### src/hdl/edt_pkg.sv
// ---------------------------------------------------------------------------
// Distance transform package
// Operation codes, register indexes, field widths and cell control.
// ---------------------------------------------------------------------------
package edt_pkg;

  localparam int VAL_W  = 13;
  localparam int DIST_W = 11;
  localparam int SIZE_W = 6;

  typedef enum logic [1:0] {
    OP_CLEAR = 2'd0,
    OP_MARK  = 2'd1,
    OP_RUN   = 2'd2,
    OP_READ  = 2'd3
  } op_e;

  localparam logic [1:0] REG_SIZE_X = 2'd0;
  localparam logic [1:0] REG_SIZE_Y = 2'd1;
  localparam logic [1:0] REG_SIZE_Z = 2'd2;

  typedef struct packed {
    logic clear;  // reset every running minimum
    logic shift;  // move minima one cell towards the head
  } ctl_t;

endpackage

### src/hdl/edt_sqrt.sv
// ---------------------------------------------------------------------------
// Integer square root
// Floor square root of value * 256, two radicand bits a cycle.
// ---------------------------------------------------------------------------
module edt_sqrt (
  input  logic                       clk_i,
  input  logic                       rst_ni,
  input  logic                       start_i,
  input  logic [edt_pkg::VAL_W-1:0]  value_i,
  output logic                       done_o,
  output logic [edt_pkg::DIST_W-1:0] root_o
);
  import edt_pkg::*;

  localparam int RAD_W = 2 * DIST_W;

  logic             run_q;
  logic [3:0]       cnt_q;
  logic [RAD_W-1:0] rad_q;
  logic [11:0]      rem_q;
  logic [DIST_W-1:0] root_q;
  logic             done_q;
  logic [13:0]      rem_w, trial, diff;
  logic             ge;

  assign rem_w = {rem_q, rad_q[RAD_W-1 -: 2]};
  assign trial = {1'b0, root_q, 2'b01};
  assign diff  = rem_w - trial;
  assign ge    = rem_w >= trial;

  always_ff @(posedge clk_i or negedge rst_ni) begin
    if (!rst_ni) begin
      run_q  <= 1'b0;
      done_q <= 1'b0;
      cnt_q  <= '0;
    end else begin
      done_q <= 1'b0;
      if (start_i) begin
        run_q  <= 1'b1;
        cnt_q  <= '0;
        rad_q  <= {{(RAD_W - VAL_W - 8){1'b0}}, value_i, 8'd0};
        rem_q  <= '0;
        root_q <= '0;
      end else if (run_q) begin
        rad_q  <= {rad_q[RAD_W-3:0], 2'b00};
        rem_q  <= ge ? diff[11:0] : rem_w[11:0];
        root_q <= {root_q[DIST_W-2:0], ge};
        cnt_q  <= cnt_q + 4'd1;
        if (cnt_q == 4'(DIST_W - 1)) begin
          run_q  <= 1'b0;
          done_q <= 1'b1;
        end
      end
    end
  end

  assign done_o = done_q;
  assign root_o = root_q;

endmodule

### config.mk
export PLATFORM = sky130hd
export DESIGN_NAME = edt_sqrt
export DESIGN_NICKNAME = d
export VERILOG_FILES = /design/src/hdl/edt_pkg.sv /design/src/hdl/edt_sqrt.sv
export SDC_FILE = /design/constraint.sdc
export NUM_CORES = 1
export LEC_CHECK = 0
export BUFFER_PORTS_ARGS = -buffer_cell sky130_fd_sc_hd__clkbuf_2
export CORE_ASPECT_RATIO = 1.4
export CORE_MARGIN = 3
export CORE_UTILIZATION = 40
export CTS_CLUSTER_SIZE = 24
export DETAILED_ROUTE_END_ITERATION = 8
export GPL_TIMING_DRIVEN = 1
export PLACE_DENSITY = 0.6
export SLEW_MARGIN = 20
export SYNTH_ARGS = -nofsm -noshare
export SYNTH_HDL_FRONTEND = slang
export SYNTH_SLANG_ARGS = --single-unit
### constraint.sdc
create_clock -name clk_i -period 6.6 [get_ports clk_i]
set_clock_uncertainty 0.05 [all_clocks]
set_input_delay 0.33 -clock clk_i [delete_from_list [all_inputs] [get_ports clk_i]]
set_output_delay 0.33 -clock clk_i [all_outputs]
set_load 0.01 [all_outputs]
==> results.md <==
- Sum of net half-perimeters after detailed placement: 4160 um
- Post-CTS clock slew at the launch and capture registers of the worst setup and hold paths: 0.09 ns
- Overall power of the completed layout: 0.880 mW
- Initial antenna violation count: 0
- Antenna diodes: 0
- Worst path required time: 6.61 ns
- Setup repair after global routing missed its margin: false
- Most frequent cells in the layout: sky130_fd_sc_hd__edfxtp_1, sky130_fd_sc_hd__nor2_1, sky130_fd_sc_hd__clkbuf_2
- Maximum fanout along the worst path: 10
- Hold slack final: 0.143 ns
- Die height: 108 um
- Final setup violation count: 0
- Crit Reg-Reg Startpoint: root_o[0]
- I/O pins: 28
- Core Box Area: 7120 um^2
- Sequential share of the synthesized area: 0.503
- Share of synthesized registers carrying an async set or reset: 0.118
- Lkg Pwr: 1.44 nW
- Initial Utilization: 0.419
- Global-route wire length before repair: 10,300 um
- Worst Max-Slew Pin Slew: 1.00 ns
- CP Depth: 8
- Top Family by Delay on Critical Path: compound AO/OA/AOI/OAI gates
- Net count after synthesis: 304
- Crit path time final: 2.76 ns
- Post_cts resized: 0
- Slew headroom: 0.331
- Total CTS buffers: 5
- Yosys warning count: 0
- Worst stage delay on the critical path: 0.46 ns
- Register-to-Register Path Depth: 8
- Power per cell area: 266 nW/um^2
- Hold buffer count at cts: 0
- Maximum level of the CTS H-tree: 2
- Mean number of vias per cell: 5.48
- Root Buffer Master: sky130_fd_sc_hd__clkbuf_8
- Number of buffers added on ports: 27
- Number of nets with antenna violations after routing: 0
- Peak Freq: 362 MHz
- Category of the worst setup path launch point: flip-flop
- Max Cap Violations: 0
- Row cnt: 36
- Buffer depth of the longest clock path: 2
- Worst skew pair latency: 0.31 ns
- Count of buffering cells on the critical path with inverters included: 1
- IR drop worst, VDD: 0.120 mV
- Syn Std Cell Area: 2980 um^2
- Flip-flop cell with the highest count after synthesis: sky130_fd_sc_hd__edfxtp_1
- Area growth, synth to finish: 10.7%
- Grt total ovfl: 0
- Maximum number of pins on one net before global-route repair: 48
- Capturing element of the worst setup path: rem_q[0]
- Hold WC Path Type: in2async
- Routed wire per std cell: 15.9 um
- Utilization after layout: 0.464
- Run status: finished clean
- Global-route total usage across every layer: 0.154
- Reg-to-reg setup timing slack: 3.84 ns
- Cell-by-cell trace of the critical path: inv_1 > ha_1 > nor2b_4 > o211a_4 > nor3_2 > a211o_1 > nand2_2 > a221o_1
- Post-CTS setup repair buffer count: 0
- Setup TNS: 0 ns
- Avg Inst Size Synth: 10.9 um^2
- Post-Syn Instances: 273
- Number of synthesized flops with an enable pin: 45
- Overall die area: 8540 um^2
- Critical path origin: root_o[0]
- Share of post-route cells with drive strength above 1: 0.155
- Number of library cell types mapped by synthesis: 43
- Vias in the first global route: 2,092
- Number of nets in the layout: 326
- Endpoint of the lowest-slack register-to-register path: rem_q[0]
- Register bit total from synthesis: 51
- Part of the cycle the worst path needs: 0.418
- Die outline width: 79.0 um
- Clock Sinks: 51
- Number of pins exceeding their max-slew limit in the final report: 0
- Clock tree from TritonCTS: built
- Post-detailed-route DRC marker count: 0
- DRC violation total after the first TritonRoute iteration: 108
- Critical Path Slowest Stage Cell: sky130_fd_sc_hd__a211o_1
- Vias: 2,144
- Hold Violations, Final: 0
- Kind of critical path: reg2reg
- Instance area at placement: 3190 um^2
- Routability congestion estimate from global placement: 0.796
- Most common cell after layout, fill and taps aside: sky130_fd_sc_hd__edfxtp_1
- Final design instance area without fill: 3300 um^2
- Data arrival time of the worst path: 2.77 ns
- Number of search-and-repair iterations in the first detailed-routing pass: 4
- Detailed-route wire length: 6200 um
- Worst setup EP type: flip-flop
## sequential cells by signal, indices dropped and copies added, names as in the netlist
signal,flops
root_o,11
run_q,1
rad_q,22
done_o,1
cnt_q,4
rem_q,12
## report_power, final
part	internal [mW]	leakage, nW	switching, mW	total (mW)
Combinational	0.108	0.852	0.140	0.248
Sequential	0.392	0.533	0.0230	0.415
Clock	0.111	0.0556	0.105	0.217
Total	0.612	1.44	0.268	0.880
## layer usage
metal / vias to the layer above / global-route usage / routed length [um]
met1: 1019 / 0.203 / 2750
met5: - / 0 / 0
met3: 15 / 0.0233 / 256
met2: 56 / 0.248 / 3000
li1: 1054 / - / -
met4: 0 / 0.0725 / 189
## Yosys cell counts, drive strengths merged (3+ instances only)
cell type / number / share of area
dfrtp: 6 / 0.050
edfxtp: 45 / 0.45
a21oi: 5 / 0.0084
nand2: 11 / 0.015
xor2: 3 / 0.0088
mux2i: 18 / 0.060
a311oi: 7 / 0.021
a22o: 12 / 0.035
clkbuf: 10 / 0.013
a211oi: 3 / 0.0075
ha: 15 / 0.063
o21ai: 14 / 0.023
nor2: 39 / 0.049
o211ai: 4 / 0.010
a31o: 3 / 0.0088
and2: 5 / 0.010
nor3: 4 / 0.0084
xnor2: 9 / 0.026
nand3: 7 / 0.012
buf: 5 / 0.011
o21a: 3 / 0.0075
inv: 16 / 0.020
a21o: 4 / 0.010
nor2b: 6 / 0.015
nand4: 3 / 0.0063
## worst reg2reg max path, cell delays in order (launching register included)
cell	delay [ns]
sky130_fd_sc_hd__edfxtp_1	0.41
sky130_fd_sc_hd__inv_1	0.06
sky130_fd_sc_hd__ha_1	0.37
sky130_fd_sc_hd__nor2b_4	0.16
sky130_fd_sc_hd__o211a_4	0.23
sky130_fd_sc_hd__nor3_2	0.29
sky130_fd_sc_hd__a211o_1	0.46
sky130_fd_sc_hd__nand2_2	0.16
sky130_fd_sc_hd__a221o_1	0.33
## through the flow
| stage | setup WS, ns | std cells |
|---|---|---|
| after floorplan | 4.23 | 273 |
| after global placement | 3.51 | 383 |
| after detailed placement | 3.90 | 383 |
| after CTS | 3.86 | 391 |
| after global routing | 3.68 | 391 |
| final | 3.84 | 391 |
## logic make-up after synthesis
logic type	count (synthesis)	share of synthesized area
buf+inv	31	0.0440
xor+xnor	12	0.0352
fa+ha+maj	15	0.0629
simple gates	81	0.129
compound gates	65	0.165
mux	18	0.0604
flops	51	0.503
## final cells by class
type | instances | area, um^2
Sequential cell | 51 | 1500
Inverter | 16 | 60.1
Clock buffer | 5 | 68.8
Timing Repair Buffer | 30 | 158
Clock inverter | 3 | 38.8
Tap cell | 95 | 119
Fill cell | 724 | 3810
Multi-Input combinational cell | 191 | 1360
## worst min-delay path by stage
stage	start	end	slack, ns	depth (start not counted)
finish	rst_ni	cnt_q[0]	0.14	1
global route	rst_ni	cnt_q[0]	0.18	1
CTS	rst_ni	cnt_q[0]	0.15	1
detailed placement	rad_q[13]	rad_q[15]	0.47	1
global placement	rad_q[14]	rad_q[16]	0.47	1
floorplan	rst_ni	cnt_q[0]	-0.02	0
No activity file was read; power rests on OpenSTA's default activity.
