--- src/hdl/edt_pkg.sv ---
// ---------------------------------------------------------------------------
// Distance transform package
// Operation codes, register indexes, field widths and cell control.
// ---------------------------------------------------------------------------
package edt_pkg;

  localparam int VAL_W  = 13;
  localparam int DIST_W = 11;
  localparam int SIZE_W = 6;

  typedef enum logic [1:0] {
    OP_CLEAR = 2'd0,
    OP_MARK  = 2'd1,
    OP_RUN   = 2'd2,
    OP_READ  = 2'd3
  } op_e;

  localparam logic [1:0] REG_SIZE_X = 2'd0;
  localparam logic [1:0] REG_SIZE_Y = 2'd1;
  localparam logic [1:0] REG_SIZE_Z = 2'd2;

  typedef struct packed {
    logic clear;  // reset every running minimum
    logic shift;  // move minima one cell towards the head
  } ctl_t;

endpackage

--- src/hdl/edt_cell.sv ---
// ---------------------------------------------------------------------------
// Line minimum cell
// Holds the running minimum of value plus squared offset for one line
// position; passes the line sample on to its neighbour every cycle.
// ---------------------------------------------------------------------------
module edt_cell #(
  parameter int IDX = 0,
  parameter int PW  = 11,
  parameter int SW  = 23
) (
  input  logic                      clk_i,
  input  logic                      rst_ni,
  input  edt_pkg::ctl_t             ctl_i,
  input  logic                      tok_vld_i,
  input  logic                      tok_inf_i,
  input  logic [edt_pkg::VAL_W-1:0] tok_val_i,
  input  logic signed [PW-1:0]      tok_pos_i,
  output logic                      tok_vld_o,
  output logic                      tok_inf_o,
  output logic [edt_pkg::VAL_W-1:0] tok_val_o,
  output logic signed [PW-1:0]      tok_pos_o,
  input  logic [SW-1:0]             best_i,
  output logic [SW-1:0]             best_o
);
  import edt_pkg::*;

  logic signed [PW:0] diff;
  logic [PW-1:0]      mag;
  logic [2*PW-1:0]    sq;
  logic [SW-1:0]      cand;
  logic [SW-1:0]      best_q;

  assign diff = {tok_pos_i[PW-1], tok_pos_i} - (PW+1)'(IDX);
  assign mag  = diff[PW] ? PW'(-diff) : diff[PW-1:0];
  assign sq   = mag * mag;
  assign cand = {1'b0, sq} + SW'(tok_val_i);

  always_ff @(posedge clk_i or negedge rst_ni) begin
    if (!rst_ni) begin
      tok_vld_o <= 1'b0;
    end else begin
      tok_vld_o <= tok_vld_i;
    end
  end

  always_ff @(posedge clk_i) begin
    tok_inf_o <= tok_inf_i;
    tok_val_o <= tok_val_i;
    tok_pos_o <= tok_pos_i;
    if (ctl_i.clear) begin
      best_q <= '1;
    end else if (ctl_i.shift) begin
      best_q <= best_i;
    end else if (tok_vld_i && !tok_inf_i && cand < best_q) begin
      best_q <= cand;
    end
  end

  assign best_o = best_q;

endmodule

--- config.mk ---
export PLATFORM = sky130hd
export DESIGN_NAME = edt_cell
export DESIGN_NICKNAME = d
export VERILOG_FILES = /design/src/hdl/edt_pkg.sv /design/src/hdl/edt_cell.sv
export SDC_FILE = /design/constraint.sdc
export NUM_CORES = 1
export LEC_CHECK = 0
export BUFFER_PORTS_ARGS = -buffer_cell sky130_fd_sc_hd__buf_4
export CAP_MARGIN = 20
export CORE_ASPECT_RATIO = 0.9
export CORE_MARGIN = 2
export CORE_UTILIZATION = 37
export DETAILED_ROUTE_END_ITERATION = 6
export PLACE_DENSITY = 0.68
export SYNTH_ARGS = -nofsm -noshare
export SYNTH_HDL_FRONTEND = slang
export SYNTH_SLANG_ARGS = --single-unit
--- constraint.sdc ---
create_clock -name clk_i -period 7.1 [get_ports clk_i]
set_input_delay 0.71 -clock clk_i [delete_from_list [all_inputs] [get_ports clk_i]]
set_output_delay 0.71 -clock clk_i [all_outputs]
set_load 0.005 [all_outputs]
==> results of run 1 <==
worst reg2reg max path: cells and delay by family (launching register included):
kind	cells	cell delay, ns
buffers and inverters	2	0.25
adder cells (fa/ha/maj)	1	0.32
AO/OA/AOI/OAI	6	1.13
AND/OR/NAND/NOR	2	0.60
flip-flops	1	0.34
cells by family (layout without fill, tap and decap cells):
group | after synthesis | count (layout) | share of synthesized area [%]
fa+ha+maj | 157 | 157 | 42.5
compound gates | 126 | 126 | 12.8
buf+inv | 174 | 418 | 11.3
other cells | 2 | 7 | 0.126
xor+xnor | 31 | 31 | 4.54
mux | 2 | 2 | 0.356
simple gates | 151 | 152 | 11.9
flops | 49 | 49 | 16.5
stage by stage:
| step | util [%] | cells | setup WS, ns |
|---|---|---|---|
| floorplan | - | 697 | -0.613 |
| finish | 54.5 | 1149 | -0.488 |
| CTS | 53.3 | 1144 | -0.308 |
| detailed placement | 50.9 | 1124 | -1.10 |
| global placement | 50.9 | 1124 | -0.834 |
| global route | 54.5 | 1149 | -0.786 |
per-layer routing:
layer | part of all wire (%) | GRT usage (%) | vias to the layer above
met5 | 0 | 0 | -
met4 | 1.2 | 4.38 | 0
met3 | 5.0 | 3.58 | 15
met2 | 50 | 31.3 | 122
met1 | 44 | 25.1 | 2655
li1 | - | - | 2724
flip-flops by register name, indices dropped and copies added, names as in the netlist:
signal     cells
best_o        23
tok_pos_o     11
tok_val_o     13
tok_inf_o      1
tok_vld_o      1
layout make-up:
cell class / instances / share of cell area (%)
repair buffers: 249 / 22.1
well taps: 207 / 2.98
clock inverters: 1 / 0.0863
flip-flops and latches: 49 / 11.3
inverters: 161 / 7.00
clock buffers: 7 / 1.64
multi-input cells: 475 / 54.8
final timing paths:
| kind | slack (ns) | cells after the start | endpoint |
|---|---|---|---|
| hold / removal | 0.17 | 1 | tok_vld_o$_DFF_PN0_ |
| hold reg to reg | 0.53 | 2 | best_o[0]$_SDFFE_PP1P_ |
| min in group clk_i | 0.51 | 1 | tok_val_o[12]$_DFF_P_ |
| setup reg to reg | 4.34 | 11 | best_o[21]$_SDFFE_PP1P_ |
| max in group asynchronous | 6.86 | 1 | tok_vld_o$_DFF_PN0_ |
| setup / recovery | -0.49 | 34 | best_o[21]$_SDFFE_PP1P_ |
repair_timing:
item | in CTS | in global routing
gates resized for setup | 43 | 36
gates cloned | 1 | 3
setup endpoints to repair | 23 | 23
pin swaps | 23 | 12
buffers inserted | 11 | 3
synthesized netlist by cell type (all sizes together) (3+ instances only):
library cell    n  area, um2
inv           158        593
nand3           7       35.0
nand4           8       50.1
a21oi          34        170
ha             80       1000
nor2           44        173
o21ai          48        240
xor2           10       87.6
or3             4       25.0
a41oi           3       26.3
clkbuf          9       35.0
o211ai          3       22.5
and2            5       31.3
xnor2          21        184
o31ai           4       30.0
a21o           10       75.1
clkinv          3       11.3
dfxtp          48        961
nand2b          4       25.0
fa             77       1540
a211oi          3       22.5
a31oi           4       25.0
nand2          44        165
nor3           24        120
==> results list, run 1 <==
- In this run the cell area measured after placement is between 0.008 and 0.009 mm2.
- STA classifies the critical path startpoint as an input pin.
- For this run, the register share of the synthesized area comes to 16.5%.
- After synthesis, the netlist uses between 50 and 60 different library cells.
* Maximum number of buffers from clock root to sink: 2
- RSZ-0062 raised after global routing: true
- Post-synthesis instance area: 0.00598 mm2
- After detailed routing, the average wire length per cell comes to 13.9 um.
- Leading cell type in the layout, fill and taps excluded: sky130_fd_sc_hd__buf_4
* Yosys Warn Count: 0
- Top flip-flop cell by instance count after synthesis: sky130_fd_sc_hd__dfxtp_1
- Detailed router's first-iteration violation count: 284
* Post-synth EDFFs: 0
- TritonCTS built the clock tree.
- Violations in the final reports: negative setup slack
- The initial utilization of the core area, before any placement, comes to between 30% and 40%.
- In the synthesized netlist, the number of instances is 692.
* Input/output buffers: about 100
- In this run, post-CTS hold repair placed 0 buffers.
- Total clock buffers created by CTS: 5
- In the post-route analysis, the smallest setup slack over all paths is -0.488 ns.
* Maximum net fanout on the critical path: 5
* Number of global-route vias before repair: 5608
- Final instance area: slightly below 0.009 mm2
* Shortest period the worst path allows: about 7.6 ns
- Timing would allow up to approximately 0.13 GHz.
- Counting the fill cells in the layout gives about 1500.
- Run status: finished with violations
* DIE AREA: between 0.015 and 0.02 mm2
* Critical Path Start: tok_pos_i[0]
- STA puts the critical path data arrival time at approximately 8 ns.
* Total Routed Length: between 15000 and 20000 um
* DR vias: 5516
- The worst path uses 107% of the clock period.
* Cell seen most often among critical-path stages: sky130_fd_sc_hd__fa_1
* Die Span X: roughly 140 um
- Clock-pin slew on the worst setup and hold paths: 0.07 ns
* Most used cells in the layout excluding fill and tap cells: sky130_fd_sc_hd__buf_4 (239), sky130_fd_sc_hd__inv_1 (149), sky130_fd_sc_hd__fa_1 (75), sky130_fd_sc_hd__ha_1 (70), sky130_fd_sc_hd__dfxtp_1 (48)
- The detail route stage leaves a number of antenna-violating nets equal to 0.
- Critical register-to-register path startpoint: best_o[2]$_SDFFE_PP1P_
- From bottom edge to top edge, the die measures ~120 um.
- The final layout contains around 1200 nets.
- Sinks on Clock Net: just under 50
- Clock tree synthesis selected as its root buffer the cell sky130_fd_sc_hd__clkbuf_16.
- Layout Skew: about 0.0062 ns
- After routing, the total negative slack on setup checks comes to -10.16 ns.
* Number of hold violations in the final report: 0
* Number of placed I/O pins: approximately 100
- The multi-input combinational cells in the finished layout cover a total of 0.00477 mm2.
* Crit path required time: ~7.3 ns
* Number of antenna violations at the first check in global routing: 0
- In this run the number of H-tree levels came out at 2.
- Global-route congestion overflow total: 0
* Crit Path Class: input pin to flip-flop
- GRT Total Usage: 18.8%
* DRT Pass-1 Iters: 4
- Measured against its own limit, the worst slew margin works out to 23.4%.
- Sequential cell area: approximately 1000 um2
* Area overhead of the layout relative to synthesis: 45.5%
- The repair_antennas step left the layout with diodes totalling 0.
* Buf/Inv on CP: 9
- Count of max-cap constraint violations: 0
- Fin. max-slew vios: 0
* Detailed placement HPWL: between 10000 and 15000 um
- Worst hold slack: between 0.15 and 0.2 ns
* DRC: 0
- In this run, synthesis produced a sequential element count of 49.
- Using the TritonRoute via totals, the vias-per-cell ratio works out to about 4.8.
- Largest net degree at the start of global routing: 28
- Clock latency on the worst-skew pair: 0.31 ns
- Library cell contributing the largest single delay on the critical path: sky130_fd_sc_hd__fa_1
- Routability-driven placement congestion ratio: 0.879
* Std-Cell Rows: 44
* Final-report setup violation count: 23
- The worst setup path is captured at a flip-flop.
* Worst path max stage delay: 0.52 ns
* Measured slew at the worst slew-check pin: between 1 and 1.5 ns
* Layout cell share with drive strength beyond 1: 35.8%
* Syn Area/Cell: roughly 8.6 um2
- Type of the most critical hold path: input pin to async pin
- Proportion of register bits with asynchronous set or reset after synthesis: 2.04%
- Core footprint: between 0.015 and 0.02 mm2
- Broken down by cell family, the worst path's largest delay share belongs to adder cells.
* Wire length of the first global-routing pass: 25700 um
Power of run 1 is not shown: default switching activity piles up to over one toggle a cycle in this logic, so the estimate is an artifact.
==> run 2, diff against run 1 <==
--- a/config.mk
+++ b/config.mk
@@ -8,10 +8,10 @@
 export BUFFER_PORTS_ARGS = -buffer_cell sky130_fd_sc_hd__buf_4
 export CAP_MARGIN = 20
 export CORE_ASPECT_RATIO = 0.9
-export CORE_MARGIN = 2
 export CORE_UTILIZATION = 37
 export DETAILED_ROUTE_END_ITERATION = 6
 export PLACE_DENSITY = 0.68
+export RECOVER_POWER = 100
 export SYNTH_ARGS = -nofsm -noshare
 export SYNTH_HDL_FRONTEND = slang
 export SYNTH_SLANG_ARGS = --single-unit
==> results list, run 2 (synthesis gave the netlist of run 1 again) <==
- Run status: finished with violations
- Violations in the final reports: negative setup slack
- Number of hold buffers added after CTS: 0
- Cell seen most often among critical-path stages: sky130_fd_sc_hd__fa_1
- Clock latency on the worst-skew pair: 0.31 ns
- Subtracting the final worst setup slack from the clock period gives 7.47 ns.
- Timing analysis after detailed placement gives a worst setup slack of -1.12 ns.
* Most used cells in the layout excluding fill and tap cells: sky130_fd_sc_hd__buf_4 (225), sky130_fd_sc_hd__inv_1 (147), sky130_fd_sc_hd__fa_1 (75), sky130_fd_sc_hd__ha_1 (71), sky130_fd_sc_hd__dfxtp_1 (48)
* Leading cell type in the layout, fill and taps excluded: sky130_fd_sc_hd__buf_4
- Wire length of the first global-routing pass: 25600 um
- In the final routed layout, each cell accounts on average for between 10 and 15 um.
* Total Routed Length: between 15000 and 20000 um
- At the pin with the least slew margin, the transition time is roughly 1.0 ns.
- For the worst setup path, the data arrival time is between 7 and 8 ns.
* Std-Cell Rows: between 40 and 50
- Clock tree from TritonCTS: done
- In the final layout, the multi-input gates occupy approximately 0.0048 mm2.
- The most critical setup path has its startpoint at tok_pos_i[0].
- In this run the number of cells on the critical path is 35.
- Area overhead of the layout relative to synthesis: 47.0%
- Counting the buffers created by CTS gives 5.
* Core footprint: around 0.016 mm2
- CTS HTree Levels: 2
* Global-route congestion overflow total: 0
- Critical register-to-register path startpoint: best_o[2]$_SDFFE_PP1P_
- Starting Density: 38.3%
* Layout cell share with drive strength beyond 1: a little over a third
- Number of antenna violations at the first check in global routing: 0
- N_diodes: 0
- In this run the register-to-register setup slack is approximately 4.6 ns.
- Detailed placement HPWL: 12700 um
- For this block, the initial DRC count from the detailed router was ~260.
- Global routing used 19.7% of the available tracks.
- Setup repair after global routing could not meet its margin everywhere.
- The die is roughly 140 um wide.
* Number of hold violations in the final report: 0
- Library cell contributing the largest single delay on the critical path: sky130_fd_sc_hd__fa_1
- Number of placed I/O pins: between 100 and 150
- Layout net count: about 1200
- Max-slew headroom at the worst pin: roughly 31%
- Setup violations remaining at the end of the flow were counted as 23.
* Fin. max-slew vios: 0
* DRC: 0
- Along the worst path, the maximum fanout reaches 7.
- Routability-driven placement congestion ratio: around 0.86
* Max FFs per register: 23
* CP endpoint: best_o[21]$_SDFFE_PP1P_
- Clock-pin slew on the worst setup and hold paths: 0.07 ns
- No sink is reached through more buffers than the 2 on the longest clock path.
* DR vias: 5591
- Dividing the detail-routed via count by the number of cells gives 4.86.
- Largest net degree at the start of global routing: 28
* Count of max-cap constraint violations: 0
- Measured in cells, the most critical reg-to-reg path has a length of 10.
* Crit path required time: around 7.3 ns
- In the final timing run, aggregate negative setup slack is -6.66 ns.
- Layout Skew: between 0.003 and 0.004 ns
- In the post-route analysis, the smallest setup slack over all paths is -0.368 ns.
- Endpoint of the lowest-slack register-to-register path: best_o[21]$_SDFFE_PP1P_
- Hold timing on the final database bottoms out at a slack of approximately 0.18 ns.
* Input/output buffers: about 100
- The critical path is of the input pin to flip-flop type.
- Fill cell instance count of the final layout: approximately 1400
- The cell sitting at the root of the clock tree is a sky130_fd_sc_hd__clkbuf_16.
* Sequential cell area: approximately 990 um2
* DRT Pass-1 Iters: 5
- STA classifies the critical path endpoint as a flip-flop.
- Top Family by Delay on Critical Path: adder cells
* Antenna-violating nets left: 0
* Sinks on Clock Net: between 40 and 50
- DIE AREA: approximately 0.017 mm2
* Buf/Inv on CP: 8
* Type of origin of the critical path: input pin
- Type of the most critical hold path: input pin to async pin
- Die Span Y: between 100 and 150 um
- Dividing the final minimum period by the clock period gives 105%.
- On the worst path, the slowest cell contributes a delay of 0.55 ns.
- The number of global-route vias before repair was 5574.
- Maximum achievable frequency: 0.134 GHz
==> run 2: changes by cell type in the layout (fill, tap and decap cells not counted), sizes merged <==
cell      delta
clkbuf      +18
buf         -13
bufinv       +2
inv          +2
clkinv       -1
clkinvlp     -1
==> run 2: how the worst min path moves through the flow <==
stage,to,slack [ns],startpoint
after detailed placement,tok_vld_o$_DFF_PN0_,0.49,rst_ni
after CTS,tok_vld_o$_DFF_PN0_,0.15,rst_ni
after floorplan,tok_vld_o$_DFF_PN0_,0.41,rst_ni
after global routing,tok_vld_o$_DFF_PN0_,0.17,rst_ni
final,tok_vld_o$_DFF_PN0_,0.18,rst_ni
after global placement,best_o[0]$_SDFFE_PP1P_,0.47,best_o[0]$_SDFFE_PP1P_
==> run 2: layer usage <==
metal  track usage [%]  up-vias  share of wire (%)
met5                 0        -                  0
met2              33.8      124                 50
met1              25.8     2699                 43
met3              2.68       21                4.7
met4              5.69        0                1.7
li1                  -     2747                  -
==> run 2: layout make-up <==
cell class,instances,area share [%]
Timing Repair Buffer,256,22.2
Multi-Input combinational cell,475,54.5
Tap cell,202,2.88
Clock buffer,5,1.42
Inverter,161,7.00
Sequential cell,49,11.2
Clock inverter,3,0.783
==> run 2: what timing repair did <==
action                     CTS  global route
buffers inserted            13             6
resized for setup           64            20
pin swaps                   48            11
cloned                       3             0
setup endpoints to repair   23            23
==> run 2: stage by stage <==
step / cell area [um2] / util [%] / instances
finish: 8790 / 56.3 / 1151
global route: 8790 / 56.3 / 1151
CTS: 8720 / 55.9 / 1146
detailed placement: 8140 / 52.2 / 1123
global placement: 8140 / 52.2 / 1123
floorplan: 6180 / - / 697
Power of run 2 is left out for the same reason.
